`src/rtl/core/mselg_pkg.sv`:
```
// ----------------------------------------------------------------------------
// mselg_pkg
// Shared widths and controller/datapath handshake types for the mse loss block
// ----------------------------------------------------------------------------
package mselg_pkg;

   localparam int DATA_WIDTH = 16;              // significant bits of each element
   localparam int FIELD_W    = 16;              // width of prediction and target
   localparam int GRAD_W     = 32;              // gradient width
   localparam int ERR_W      = 44;              // sample error and batch mean width
   localparam int BSUM_W     = 53;              // batch sum width
   localparam int CNT_W      = 9;               // sample count width
   localparam int DIFF_W     = DATA_WIDTH + 1;  // prediction minus target
   localparam int SQ_W       = 2 * DATA_WIDTH;  // square of the difference
   localparam int DIV_STEPS  = BSUM_W;          // one quotient bit per cycle
   localparam int DIV_CNT_W  = $clog2(DIV_STEPS);

   typedef struct packed {
      logic load;
      logic mul;
      logic acc;
      logic bat;
      logic div_step;
      logic out_load;
   } cmd_type;

   typedef struct packed {
      logic end_batch;
      logic out_free;
   } status_type;

endpackage

```
`src/rtl/core/mselg_req_if.sv`:
```
// ----------------------------------------------------------------------------
// mselg_req_if
// Request channel: one prediction/target element pair with its markers
// ----------------------------------------------------------------------------
interface mselg_req_if;
   import mselg_pkg::*;

   logic                      valid;
   logic                      ready;
   logic signed [FIELD_W-1:0] prediction;
   logic signed [FIELD_W-1:0] target;
   logic signed [GRAD_W-1:0]  prev_gradient;
   logic                      last_in_sample;
   logic                      last_in_batch;

   modport source (
      output valid, prediction, target, prev_gradient, last_in_sample, last_in_batch,
      input  ready
   );

   modport sink (
      input  valid, prediction, target, prev_gradient, last_in_sample, last_in_batch,
      output ready
   );

endinterface

```
`src/rtl/core/mselg_rsp_if.sv`:
```
// ----------------------------------------------------------------------------
// mselg_rsp_if
// Response channel: gradient, sample error and batch mean for one request
// ----------------------------------------------------------------------------
interface mselg_rsp_if;
   import mselg_pkg::*;

   logic                     valid;
   logic                     ready;
   logic signed [GRAD_W-1:0] gradient;
   logic [ERR_W-1:0]         sample_error;
   logic                     sample_done;
   logic [ERR_W-1:0]         batch_mean;
   logic                     batch_done;

   modport source (
      output valid, gradient, sample_error, sample_done, batch_mean, batch_done,
      input  ready
   );

   modport sink (
      input  valid, gradient, sample_error, sample_done, batch_mean, batch_done,
      output ready
   );

endinterface

```
`src/rtl/core/mselg_ctrl.sv`:
```
// ----------------------------------------------------------------------------
// mselg_ctrl
// Sequencer: steps each request through square, sums, divide at a batch end and output load
// ----------------------------------------------------------------------------
module mselg_ctrl (
   input  logic                  clock,
   input  logic                  reset,
   input  logic                  req_valid,
   output logic                  req_ready,
   input  mselg_pkg::status_type status,
   output mselg_pkg::cmd_type    cmd
);
   import mselg_pkg::*;

   localparam logic [2:0] ST_IDLE = 3'd0;
   localparam logic [2:0] ST_MUL  = 3'd1;
   localparam logic [2:0] ST_ACC  = 3'd2;
   localparam logic [2:0] ST_BAT  = 3'd3;
   localparam logic [2:0] ST_DIV  = 3'd4;
   localparam logic [2:0] ST_OUT  = 3'd5;

   logic [2:0]           state_ff;
   logic [2:0]           state_in;
   logic [DIV_CNT_W-1:0] div_cnt_ff;
   logic [DIV_CNT_W-1:0] div_cnt_in;

   assign req_ready = (state_ff == ST_IDLE);

   always_comb begin
      state_in   = state_ff;
      div_cnt_in = div_cnt_ff;
      cmd        = '0;
      unique case (state_ff)
         ST_IDLE: begin
            if (req_valid) begin
               cmd.load = 1'b1;
               state_in = ST_MUL;
            end
         end
         ST_MUL: begin
            cmd.mul  = 1'b1;
            state_in = ST_ACC;
         end
         ST_ACC: begin
            cmd.acc  = 1'b1;
            state_in = ST_BAT;
         end
         ST_BAT: begin
            cmd.bat    = 1'b1;
            div_cnt_in = '0;
            state_in   = status.end_batch ? ST_DIV : ST_OUT;
         end
         ST_DIV: begin
            cmd.div_step = 1'b1;
            if (div_cnt_ff == DIV_CNT_W'(DIV_STEPS - 1)) begin
               state_in = ST_OUT;
            end else begin
               div_cnt_in = div_cnt_ff + 1'b1;
            end
         end
         ST_OUT: begin
            // wait for the response register to drain
            if (status.out_free) begin
               cmd.out_load = 1'b1;
               state_in     = ST_IDLE;
            end
         end
         default: begin
            state_in = ST_IDLE;
         end
      endcase
   end

   always_ff @(posedge clock) begin
      if (reset) begin
         state_ff   <= ST_IDLE;
         div_cnt_ff <= '0;
      end else begin
         state_ff   <= state_in;
         div_cnt_ff <= div_cnt_in;
      end
   end

endmodule

```
`src/rtl/core/mselg_dpath.sv`:
```
// ----------------------------------------------------------------------------
// mselg_dpath
// Datapath: difference, square, saturating sums, serial divider, response reg
// ----------------------------------------------------------------------------
module mselg_dpath (
   input  logic                             clock,
   input  logic                             reset,
   input  mselg_pkg::cmd_type               cmd,
   output mselg_pkg::status_type            status,
   input  logic                             csr_wr_en,
   input  logic                             csr_wr_data,
   input  logic signed [mselg_pkg::FIELD_W-1:0] req_prediction,
   input  logic signed [mselg_pkg::FIELD_W-1:0] req_target,
   input  logic signed [mselg_pkg::GRAD_W-1:0]  req_prev_gradient,
   input  logic                             req_last_in_sample,
   input  logic                             req_last_in_batch,
   input  logic                             rsp_ready,
   output logic                             rsp_valid,
   output logic signed [mselg_pkg::GRAD_W-1:0]  rsp_gradient,
   output logic [mselg_pkg::ERR_W-1:0]      rsp_sample_error,
   output logic                             rsp_sample_done,
   output logic [mselg_pkg::ERR_W-1:0]      rsp_batch_mean,
   output logic                             rsp_batch_done
);
   import mselg_pkg::*;

   localparam logic [ERR_W-1:0]  ERR_MAX  = '1;
   localparam logic [BSUM_W-1:0] BSUM_MAX = '1;
   localparam logic [CNT_W-1:0]  CNT_MAX  = '1;
   localparam logic signed [GRAD_W-1:0] G_MAX = {1'b0, {(GRAD_W-1){1'b1}}};
   localparam logic signed [GRAD_W-1:0] G_MIN = {1'b1, {(GRAD_W-1){1'b0}}};

   // configuration
   logic accum_ff;

   // captured request
   logic signed [DIFF_W-1:0] diff_ff;
   logic signed [GRAD_W-1:0] prev_ff;
   logic                     end_s_ff;
   logic                     end_b_ff;

   // square stage
   logic [SQ_W-1:0]          sq_ff;
   logic signed [GRAD_W-1:0] grad_ff;

   // running sums
   logic [ERR_W-1:0]  sample_sum_ff;
   logic [BSUM_W-1:0] batch_sum_ff;
   logic [CNT_W-1:0]  count_ff;
   logic [ERR_W-1:0]  err_ff;

   // divider
   logic [BSUM_W-1:0] div_q_ff;
   logic [CNT_W-1:0]  div_r_ff;
   logic [CNT_W-1:0]  div_d_ff;

   // response register
   logic                     rsp_valid_ff;
   logic signed [GRAD_W-1:0] rsp_grad_ff;
   logic [ERR_W-1:0]         rsp_err_ff;
   logic                     rsp_sdone_ff;
   logic [ERR_W-1:0]         rsp_mean_ff;
   logic                     rsp_bdone_ff;

   logic signed [DIFF_W-1:0]   pred_ext;
   logic signed [DIFF_W-1:0]   tgt_ext;
   logic signed [2*DIFF_W-1:0] prod;
   logic signed [GRAD_W:0]     gsum;
   logic signed [GRAD_W-1:0]   grad_sat;
   logic [ERR_W:0]             ssum;
   logic [ERR_W-1:0]           ssum_sat;
   logic [BSUM_W:0]            bsum;
   logic [BSUM_W-1:0]          bsum_sat;
   logic [CNT_W-1:0]           count_inc;
   logic [CNT_W:0]             rem_sh;
   logic                       quot_bit;
   logic [ERR_W-1:0]           mean_sat;

   // low DATA_WIDTH bits of each element, sign extended
   assign pred_ext = DIFF_W'(signed'(req_prediction[DATA_WIDTH-1:0]));
   assign tgt_ext  = DIFF_W'(signed'(req_target[DATA_WIDTH-1:0]));

   assign prod = diff_ff * diff_ff;
   assign gsum = (GRAD_W+1)'(prev_ff) + (GRAD_W+1)'(diff_ff);

   always_comb begin
      if (gsum[GRAD_W] != gsum[GRAD_W-1]) begin
         grad_sat = gsum[GRAD_W] ? G_MIN : G_MAX;
      end else begin
         grad_sat = gsum[GRAD_W-1:0];
      end
   end

   assign ssum     = {1'b0, sample_sum_ff} + (ERR_W+1)'(sq_ff);
   assign ssum_sat = ssum[ERR_W] ? ERR_MAX : ssum[ERR_W-1:0];

   assign bsum      = {1'b0, batch_sum_ff} + (BSUM_W+1)'(err_ff);
   assign bsum_sat  = bsum[BSUM_W] ? BSUM_MAX : bsum[BSUM_W-1:0];
   assign count_inc = (count_ff == CNT_MAX) ? count_ff : count_ff + 1'b1;

   // restoring divider, one quotient bit per step
   assign rem_sh   = {div_r_ff, div_q_ff[BSUM_W-1]};
   assign quot_bit = (rem_sh >= {1'b0, div_d_ff});

   assign mean_sat = (div_q_ff[BSUM_W-1:ERR_W] != '0) ? ERR_MAX : div_q_ff[ERR_W-1:0];

   assign status.end_batch = end_b_ff;
   assign status.out_free  = !rsp_valid_ff || rsp_ready;

   // control and accumulator state
   always_ff @(posedge clock) begin
      if (reset) begin
         accum_ff      <= 1'b0;
         sample_sum_ff <= '0;
         batch_sum_ff  <= '0;
         count_ff      <= '0;
         rsp_valid_ff  <= 1'b0;
      end else begin
         if (csr_wr_en) begin
            accum_ff <= csr_wr_data;
         end
         if (cmd.acc) begin
            sample_sum_ff <= end_s_ff ? '0 : ssum_sat;
         end
         if (cmd.bat && end_s_ff) begin
            batch_sum_ff <= end_b_ff ? '0 : bsum_sat;
            count_ff     <= end_b_ff ? '0 : count_inc;
         end
         if (cmd.out_load) begin
            rsp_valid_ff <= 1'b1;
         end else if (rsp_ready) begin
            rsp_valid_ff <= 1'b0;
         end
      end
   end

   // payload registers
   always_ff @(posedge clock) begin
      if (cmd.load) begin
         diff_ff  <= pred_ext - tgt_ext;
         prev_ff  <= req_prev_gradient;
         end_s_ff <= req_last_in_sample || req_last_in_batch;
         end_b_ff <= req_last_in_batch;
      end
      if (cmd.mul) begin
         sq_ff   <= prod[SQ_W-1:0];
         grad_ff <= accum_ff ? grad_sat : GRAD_W'(diff_ff);
      end
      if (cmd.acc) begin
         err_ff <= end_s_ff ? ssum_sat : '0;
      end
      if (cmd.bat) begin
         div_q_ff <= bsum_sat;
         div_r_ff <= '0;
         div_d_ff <= count_inc;
      end
      if (cmd.div_step) begin
         div_r_ff <= quot_bit ? CNT_W'(rem_sh - {1'b0, div_d_ff}) : rem_sh[CNT_W-1:0];
         div_q_ff <= {div_q_ff[BSUM_W-2:0], quot_bit};
      end
      if (cmd.out_load) begin
         rsp_grad_ff  <= grad_ff;
         rsp_err_ff   <= err_ff;
         rsp_sdone_ff <= end_s_ff;
         rsp_mean_ff  <= end_b_ff ? mean_sat : '0;
         rsp_bdone_ff <= end_b_ff;
      end
   end

   assign rsp_valid        = rsp_valid_ff;
   assign rsp_gradient     = rsp_grad_ff;
   assign rsp_sample_error = rsp_err_ff;
   assign rsp_sample_done  = rsp_sdone_ff;
   assign rsp_batch_mean   = rsp_mean_ff;
   assign rsp_batch_done   = rsp_bdone_ff;

endmodule

```
`src/rtl/core/mse_loss_and_gradient.sv`:
```
// ----------------------------------------------------------------------------
// mse_loss_and_gradient
// Streaming mean squared error loss with per-element gradient
// ----------------------------------------------------------------------------
//  channel   dir   carries
//  req_bus   in    prediction, target, prev_gradient, last_in_sample, last_in_batch
//  rsp_bus   out   gradient, sample_error, sample_done, batch_mean, batch_done
//  csr_*     in    accumulate_gradient write
//
//  a request steps through capture, square and gradient, sample sum, batch sum
//  and response load before the next acceptance
//  a request ending a batch also runs the one-bit-per-cycle divider
//  the response register lets a new request in while the last response waits
//  a full response register stalls the sequencer in its output step
//  synchronous reset clears the sums, sample count, register and sequencer
// ----------------------------------------------------------------------------
module mse_loss_and_gradient (
   input  logic         clock,
   input  logic         reset,
   mselg_req_if.sink    req_bus,
   mselg_rsp_if.source  rsp_bus,
   input  logic         csr_wr_en,
   input  logic         csr_wr_data
);
   import mselg_pkg::*;

   cmd_type    cmd;
   status_type status;

   mselg_ctrl u_ctrl (
      .clock     (clock),
      .reset     (reset),
      .req_valid (req_bus.valid),
      .req_ready (req_bus.ready),
      .status    (status),
      .cmd       (cmd)
   );

   mselg_dpath u_dpath (
      .clock              (clock),
      .reset              (reset),
      .cmd                (cmd),
      .status             (status),
      .csr_wr_en          (csr_wr_en),
      .csr_wr_data        (csr_wr_data),
      .req_prediction     (req_bus.prediction),
      .req_target         (req_bus.target),
      .req_prev_gradient  (req_bus.prev_gradient),
      .req_last_in_sample (req_bus.last_in_sample),
      .req_last_in_batch  (req_bus.last_in_batch),
      .rsp_ready          (rsp_bus.ready),
      .rsp_valid          (rsp_bus.valid),
      .rsp_gradient       (rsp_bus.gradient),
      .rsp_sample_error   (rsp_bus.sample_error),
      .rsp_sample_done    (rsp_bus.sample_done),
      .rsp_batch_mean     (rsp_bus.batch_mean),
      .rsp_batch_done     (rsp_bus.batch_done)
   );

   // an accepted request moves straight into the square step
   assert property (@(posedge clock) disable iff (reset)
      (req_bus.valid && req_bus.ready) |=> cmd.mul)
      else $error("accepted request did not reach the square step");

   // the sequencer issues at most one datapath command per cycle
   assert property (@(posedge clock) disable iff (reset)
      $onehot0({cmd.load, cmd.mul, cmd.acc, cmd.bat, cmd.div_step, cmd.out_load}))
      else $error("more than one datapath command at once");

   // a loaded response is presented on the next cycle
   assert property (@(posedge clock) disable iff (reset)
      cmd.out_load |=> rsp_bus.valid)
      else $error("response load did not raise valid");

   // a batch end always closes its sample too
   assert property (@(posedge clock) disable iff (reset)
      (rsp_bus.valid && rsp_bus.batch_done) |-> rsp_bus.sample_done)
      else $error("batch end without sample end");

   // no sample error reported outside a sample end
   assert property (@(posedge clock) disable iff (reset)
      (rsp_bus.valid && !rsp_bus.sample_done) |-> (rsp_bus.sample_error == '0))
      else $error("sample error set without sample end");

endmodule
```
`src/flat_wrapper.sv`:
```
// flat-port wrapper written by rule: the top's interface ports become plain ports
module mse_loss_and_gradient_flat import mselg_pkg::*;
  (clock, reset, csr_wr_en, csr_wr_data, req_bus_valid, req_bus_prediction, req_bus_target, req_bus_prev_gradient, req_bus_last_in_sample, req_bus_last_in_batch, req_bus_ready, rsp_bus_valid, rsp_bus_gradient, rsp_bus_sample_error, rsp_bus_sample_done, rsp_bus_batch_mean, rsp_bus_batch_done, rsp_bus_ready);
  mselg_req_if req_bus_i ();
  mselg_rsp_if rsp_bus_i ();
  input  logic clock;
  input  logic reset;
  input  logic csr_wr_en;
  input  logic csr_wr_data;
  input wire logic [$bits(req_bus_i.valid)-1:0] req_bus_valid;
  input wire logic [$bits(req_bus_i.prediction)-1:0] req_bus_prediction;
  input wire logic [$bits(req_bus_i.target)-1:0] req_bus_target;
  input wire logic [$bits(req_bus_i.prev_gradient)-1:0] req_bus_prev_gradient;
  input wire logic [$bits(req_bus_i.last_in_sample)-1:0] req_bus_last_in_sample;
  input wire logic [$bits(req_bus_i.last_in_batch)-1:0] req_bus_last_in_batch;
  output wire logic [$bits(req_bus_i.ready)-1:0] req_bus_ready;
  output wire logic [$bits(rsp_bus_i.valid)-1:0] rsp_bus_valid;
  output wire logic [$bits(rsp_bus_i.gradient)-1:0] rsp_bus_gradient;
  output wire logic [$bits(rsp_bus_i.sample_error)-1:0] rsp_bus_sample_error;
  output wire logic [$bits(rsp_bus_i.sample_done)-1:0] rsp_bus_sample_done;
  output wire logic [$bits(rsp_bus_i.batch_mean)-1:0] rsp_bus_batch_mean;
  output wire logic [$bits(rsp_bus_i.batch_done)-1:0] rsp_bus_batch_done;
  input wire logic [$bits(rsp_bus_i.ready)-1:0] rsp_bus_ready;
  assign req_bus_i.valid = req_bus_valid;
  assign req_bus_i.prediction = req_bus_prediction;
  assign req_bus_i.target = req_bus_target;
  assign req_bus_i.prev_gradient = req_bus_prev_gradient;
  assign req_bus_i.last_in_sample = req_bus_last_in_sample;
  assign req_bus_i.last_in_batch = req_bus_last_in_batch;
  assign req_bus_ready = req_bus_i.ready;
  assign rsp_bus_valid = rsp_bus_i.valid;
  assign rsp_bus_gradient = rsp_bus_i.gradient;
  assign rsp_bus_sample_error = rsp_bus_i.sample_error;
  assign rsp_bus_sample_done = rsp_bus_i.sample_done;
  assign rsp_bus_batch_mean = rsp_bus_i.batch_mean;
  assign rsp_bus_batch_done = rsp_bus_i.batch_done;
  assign rsp_bus_i.ready = rsp_bus_ready;
  mse_loss_and_gradient u_core (.clock(clock), .reset(reset), .req_bus(req_bus_i), .rsp_bus(rsp_bus_i), .csr_wr_en(csr_wr_en), .csr_wr_data(csr_wr_data));
endmodule
```
`config.mk`:
```
export PLATFORM = sky130hd
export DESIGN_NAME = mse_loss_and_gradient_flat
export DESIGN_NICKNAME = d
export VERILOG_FILES = /design/src/rtl/core/mselg_pkg.sv /design/src/rtl/core/mselg_req_if.sv /design/src/rtl/core/mselg_rsp_if.sv /design/src/rtl/core/mselg_ctrl.sv /design/src/rtl/core/mselg_dpath.sv /design/src/rtl/core/mse_loss_and_gradient.sv /design/src/flat_wrapper.sv
export SDC_FILE = /design/constraint.sdc
export NUM_CORES = 2
export LEC_CHECK = 0
export BUFFER_PORTS_ARGS = -buffer_cell sky130_fd_sc_hd__buf_4
export CORE_AREA = 2 2 292 294
export CTS_CLUSTER_SIZE = 14
export DETAILED_ROUTE_END_ITERATION = 8
export DIE_AREA = 0 0 294 296
export RECOVER_POWER = 100
export SLEW_MARGIN = 25
export SYNTH_ARGS = -nofsm -noshare
export SYNTH_HDL_FRONTEND = slang
export SYNTH_SLANG_ARGS = --single-unit
```
`constraint.sdc`:
```
create_clock -name clock -period 10.05 [get_ports clock]
set_clock_uncertainty 0.05 [all_clocks]
set_input_delay 1.005 -clock clock [delete_from_list [all_inputs] [get_ports clock]]
set_output_delay 1.005 -clock clock [all_outputs]
set_load 0.02 [all_outputs]
```
==> After elaboration in Yosys (flattened, before gate mapping) <==
Index checks and enable logic that the tools add are counted.
{ "classes": {"n_mux": 32, "n_eq_ne": 12, "n_addsub": 7, "n_lt_le_gt_ge": 1, "multipliers": 1, "reduce_logical": 11} }
{ "ops": {"columns": ["op", "n"], "rows": [
  ["two-way mux 53 bit", 4],
  ["two-way mux 44 bit", 3],
  ["two-way mux 32 bit", 3],
  ["adder 53 x 44 -> 54 bit", 1],
  ["adder 44 x 32 -> 45 bit", 1],
  ["two-way mux 9 bit", 5],
  ["adder 32 x 17 -> 33 bit", 1],
  ["multiplier 17 x 17 -> 32 bit", 1],
  ["one-hot mux 3 bit (6 select lines)", 1],
  ["subtractor 16 x 16 -> 17 bit", 1],
  ["one-hot mux 6 bit (2 select lines)", 1],
  ["two-way mux 1 bit", 11],
  ["greater-or-equal comparator 10 x 9 -> 1 bit", 1],
  ["adder 9 x 1 -> 9 bit (second input constant)", 1],
  ["== test 9 bit (second input constant)", 1],
  ["two-way mux 3 bit", 3],
  ["nonzero test 9 bit", 1],
  ["subtractor 9 bit", 1],
  ["adder 6 x 1 -> 6 bit (second input constant)", 1],
  ["== test 3 x 2 -> 1 bit (second input constant)", 2],
  ["== test 3 bit (second input constant)", 2],
  ["== test 6 bit (second input constant)", 1],
  ["two-way mux 6 bit", 1],
  ["inequality test 2 bit (second input constant)", 3],
  ["10 further kinds", 13]
]} }
{ "word_totals": {"in_bits": 72, "wordCells": 86, "register_bits": 469, "output_inout_bits": 124} }

==> Logic depth before layout (Yosys ltp) <==
{ "logic_depth": {"ltp_word": 5, "depth_mapped": 25} }

==> Cells and area by module <==
From an unflattened synthesis, not the netlist that was laid out.
{ "unflattened": {"cells_unflattened": 3433, "hier_area_um2": 34189.0} }
{ "modules_own_cells": {"columns": ["module", "cells_per_inst", "area_per_inst_um2", "seq_area_each_um2", "instances"], "rows": [
  ["mselg_dpath", 3372, 33663.5, 12702.2, 1],
  ["mselg_ctrl", 61, 525.5, 180.2, 1]
]} }

==> Worst setup path after synthesis <==
OpenSTA, ideal clock, no wires.
{ "synth_path": {"path_type": "reg2reg", "start": "register u_core.u_dpath.diff_ff[16]", "end": "register u_core.u_dpath.sq_ff[31], data pin", "required_ps": 9740, "t_arrival_ps": 6773, "stages_incl_launch_ff": 23, "synth_period_minus_slack_ps": 7083, "n_path_buf": 2, "setup_ps": 260, "setup_slack_ps": 2967, "cell_sequence": "edfxtp_1 clkbuf_1 clkbuf_1 nand2_1 fa_1 inv_1 fa_1 fa_1 fa_1 fa_1 inv_1 fa_1 inv_1 ha_1 a21o_1 a21o_1 a21o_1 o41ai_2 o21ai_1 or4_1 a41o_1 a21oi_1 xnor2_1"} }
{ "synth_via": {"elab_chain_len": 1} }
{ "synth_lines": {"columns": ["element", "line_no", "text"], "rows": [
  ["start: declaration", "mselg_dpath.sv:37", "logic signed [DIFF_W-1:0] diff_ff;"],
  ["start signal: assignment", "mselg_dpath.sv:140", "diff_ff <= pred_ext - tgt_ext;"],
  ["multiplier 17 x 17 -> 32 bit", "mselg_dpath.sv:83", "assign prod = diff_ff * diff_ff;"],
  ["net u_core.u_dpath.prod[31]", "mselg_dpath.sv:67", "logic signed [2*DIFF_W-1:0] prod;"],
  ["end signal: assignment", "mselg_dpath.sv:146", "sq_ff <= prod[SQ_W-1:0];"],
  ["end: declaration", "mselg_dpath.sv:43", "logic [SQ_W-1:0] sq_ff;"]
]} }
The timed path passes the listed nets, and every way through them passes these cells.
A chain may end at the register's enable or synchronous reset.

==> Worst setup path in the final report <==
{ "layout_path": {"start": "register u_core.u_dpath.diff_ff[1]", "end": "register u_core.u_dpath.sq_ff[31], data pin"} }
The elaborated chain is that of the path after synthesis.

==> results.py <==
metrics = {
    "cells_and_area": {
        "most-common-layout-cells": "406 x inv_1, 351 x edfxtp_1, 289 x nor2_1",
        "final_design_area_no_fill_um2": 37200,
        "most_common_cell_after_layout_fill_and_taps_aside": "inv_1",
        "multi_input_area_um2": 18500,
        "fillerInstances": 8125,
        "num-nets-final": 3989,
        "drive_gt1_share_pct": 5.86,
        "seq_area_um2": 12900,
        "num_antenna_cells": 0,
        "area_delta_synth_final_pct": 11.6,
    },
    "logic_synthesis": {
        "synth-main-ff-cell": "edfxtp_1",
        "synth_edf_count": 351,
        "synthesis.area_um2": 33400,
        "postSynthNetCount": 3843,
        "ys_types": 85,
        "synth_sequential_area_ratio_pct": 38.6,
        "synth_async_sr_flop_share_pct": 0,
        "netlist_instances": 3294,
        "yosysWarningCount": 0,
        "postSynthAreaPerCell_um2": 10.1,
        "postSynthRegisterBits": 468,
    },
    "place": {
        "dpl_cell_area_um2": 35900,
        "detailedPlacementHpwl_um": 59600,
        "gpl.final_weighted_congestion": 0.892,
        "port_buffers": 195,
    },
    "global_route": {
        "number_of_antenna_violations_at_the_first_check_in_global_routing": 0,
        "maximum_number_of_pins_on_one_net_before_global_route_repair": 90,
        "wire_length_of_the_first_global_routing_pass_um": 125000,
        "overflow": 0,
        "grt_pass1_vias": 23300,
        "grt.total_usage_pct": 17.9,
    },
    "clock_network": {
        "cts_tree": "yes",
        "cts_sinks": 468,
        "root_buffer_selected_by_cts": "clkbuf_16",
        "postCtsSetupBuffers": 0,
        "cts_buffer_depth": 3,
        "cts_hold_buffers": 0,
        "cts_made_buffers": 52,
        "h_tree_lvl_count": 2,
        "clk_pin_slew_ns": 0.07,
        "insertion_delay_ns": 0.62,
        "post_cts.resized_instances": 0,
    },
    "critical_path": {
        "critical-path-max-stage-delay_ns": 0.72,
        "endpoint_kind": "flop",
        "critical_path_slowest_stage_cell": "edfxtp_1",
        "count_of_cells_along_the_worst_register_to_register_path": 23,
        "cp_common_cell": "fa_1",
        "worst-path-buf-inv": 5,
        "reg2reg_setup_slack_ns": 2.34,
        "worstSetupPathDepth": 23,
        "cp-endpoint": "u_core.u_dpath.sq_ff[31]",
        "critical_path.cell_chain": "clkinv_1, nor2_1, fa_1, inv_1, fa_1, inv_1, fa_1, fa_1, fa_1, inv_1, fa_1, inv_1, ha_1, and4_1, a311oi_1, o31a_1, o22ai_1, o41ai_1, o21ai_0, or4_1, a41o_1, a21oi_1, xnor2_1",
        "r2r-end": "u_core.u_dpath.sq_ff[31]",
        "setup.worst_path.start_class": "flop",
        "worst-endpoint-arrival_ns": 8.02,
        "worst_path_dominant_cell_family": "adder cells",
        "critical_path.reg2reg.startpoint": "u_core.u_dpath.diff_ff[1]",
        "worst-endpoint-required_ns": 10.36,
        "setup.worst_path.start": "u_core.u_dpath.diff_ff[1]",
        "setup.worst_path.class": "flop to flop",
        "critical_path.max_fanout": 16,
    },
    "detailed_routing": {
        "detailedRoute.firstPassIterationCount": 5,
        "drc": 0,
        "drc_marker_count_from_the_first_detailed_route_iteration": 1232,
        "antenna_left": 0,
        "vias": 23400,
        "wirelength_um": 77800,
        "wl_per_cell_um": 17.0,
        "viasPerCell": 5.11,
    },
    "floorplan": {
        "die_h_um": 296,
        "num_io_pins": 196,
        "row_count": 107,
        "start_util_pct": 39.6,
        "core_um2": 84200,
        "die_width_um": 294,
        "die_area_um2": 87000,
    },
    "sta": {
        "fin_setup_tns_ns": 0,
        "timing.final.crit_share_pct": 76.7,
        "max_freq_mhz": 130,
        "final-max-slew-violation-count": 482,
        "setup_repair_after_global_routing_missed_its_margin": "false",
        "timing.max_slew.rel_slack_pct": -135,
        "setup_viol": 0,
        "finalHoldViolations": 0,
        "timing.final.crit_period_ns": 7.71,
        "tightestPinTransition_ns": 3.53,
    },
    "status": {
        "violations_in_the_final_reports": "capacitance limit, slew limit",
        "status": "finished with violations",
    },
    "hold_path": {
        "hp-class": "flop to flop",
    },
    "job": {
        "max_cap_violations": 9,
    },
}
[through the flow]
stage | util, % | setup slack, ns | hold slack (ns) | cells
detailed placement | 42.6 | 2.47 | 0.355 | 4475
global route | 44.2 | 1.73 | 0.372 | 4574
floorplan | - | 2.97 | 0.350 | 3294
global placement | 42.6 | 2.69 | 0.350 | 4475
CTS | 44.9 | 2.49 | 0.360 | 4573
finish | 44.2 | 2.34 | 0.361 | 4574
[cells by family after synthesis]
family / share of synthesized area (%)
AO/OA/AOI/OAI: 13.7
AND/OR/NAND/NOR: 12.6
XOR/XNOR: 4.38
buffers and inverters: 6.10
flip-flops: 38.6
multiplexers: 0.784
adder cells (fa/ha/maj): 23.9
[synthesized netlist by cell type, drive strengths merged, types with 51 or more instances]
master / count / share of area, %
inv: 406 / 4.6
edfxtp: 351 / 32
nor2: 292 / 3.3
nand2: 264 / 3.0
fa: 260 / 16
ha: 217 / 8.1
a21oi: 212 / 3.2
o21ai: 178 / 2.7
dfxtp: 117 / 7.0
xnor2: 109 / 2.9
clkbuf: 104 / 1.2
and2: 71 / 1.3
o21a: 70 / 1.6
a21o: 58 / 1.3
xor2: 57 / 1.5
nor3: 51 / 0.77
[cell type report]
cell class | instances | share of cell area, %
multi-input cells | 2293 | 49.6
flip-flops and latches | 468 | 34.6
inverters | 407 | 4.10
clock buffers | 67 | 3.78
well taps | 1090 | 3.66
repair buffers | 218 | 2.98
clock inverters | 31 | 1.32
[layer usage]
| layer | vias to the layer above | global-route usage (%) | wire [µm] |
|---|---|---|---|
| met1 | 11200 | 24.3 | 35900 |
| met2 | 477 | 29.7 | 36100 |
| met3 | 112 | 2.68 | 3560 |
| met4 | 0 | 5.21 | 2200 |
| li1 | 11600 | - | - |
| met5 | - | 0 | 0 |
[worst register-to-register path, delay by kind of cell (launching register included)]
kind / cells / cell delay [ns]
DFF: 1 / 0.72
adders and majority gates: 7 / 3.22
and+or+nand+nor: 3 / 1.02
xor gates and xnor gates: 1 / 0.08
buffers and inverters: 5 / 0.71
AOI/OAI and AO/OA: 7 / 1.69
[worst min path at each step]
stage,startpoint,end,slack [ns],depth (start not counted)
global route,u_core.u_dpath.grad_ff[2],u_core.u_dpath.rsp_gradient[2],0.37,0
floorplan,u_core.u_dpath.grad_ff[0],u_core.u_dpath.rsp_gradient[0],0.35,0
CTS,u_core.u_dpath.grad_ff[3],u_core.u_dpath.rsp_gradient[3],0.36,0
global placement,u_core.u_dpath.grad_ff[23],u_core.u_dpath.rsp_gradient[23],0.35,0
finish,u_core.u_dpath.grad_ff[3],u_core.u_dpath.rsp_gradient[3],0.36,0
detailed placement,u_core.u_dpath.grad_ff[20],u_core.u_dpath.rsp_gradient[20],0.35,0
[flip-flops by register name (all words and copies together), names as in the netlist, 32 cells and up]
signal and flops:
u_core.u_dpath.prev_ff 32, u_core.u_dpath.sample_sum_ff 44, u_core.u_dpath.grad_ff 32, u_core.u_dpath.rsp_batch_mean 44
u_core.u_dpath.rsp_sample_error 44, u_core.u_dpath.rsp_gradient 32, u_core.u_dpath.div_q_ff 53, u_core.u_dpath.err_ff 44
u_core.u_dpath.batch_sum_ff 53
Power is not shown: default switching activity piles up to over one toggle a cycle in this logic, so the estimate is an artifact.
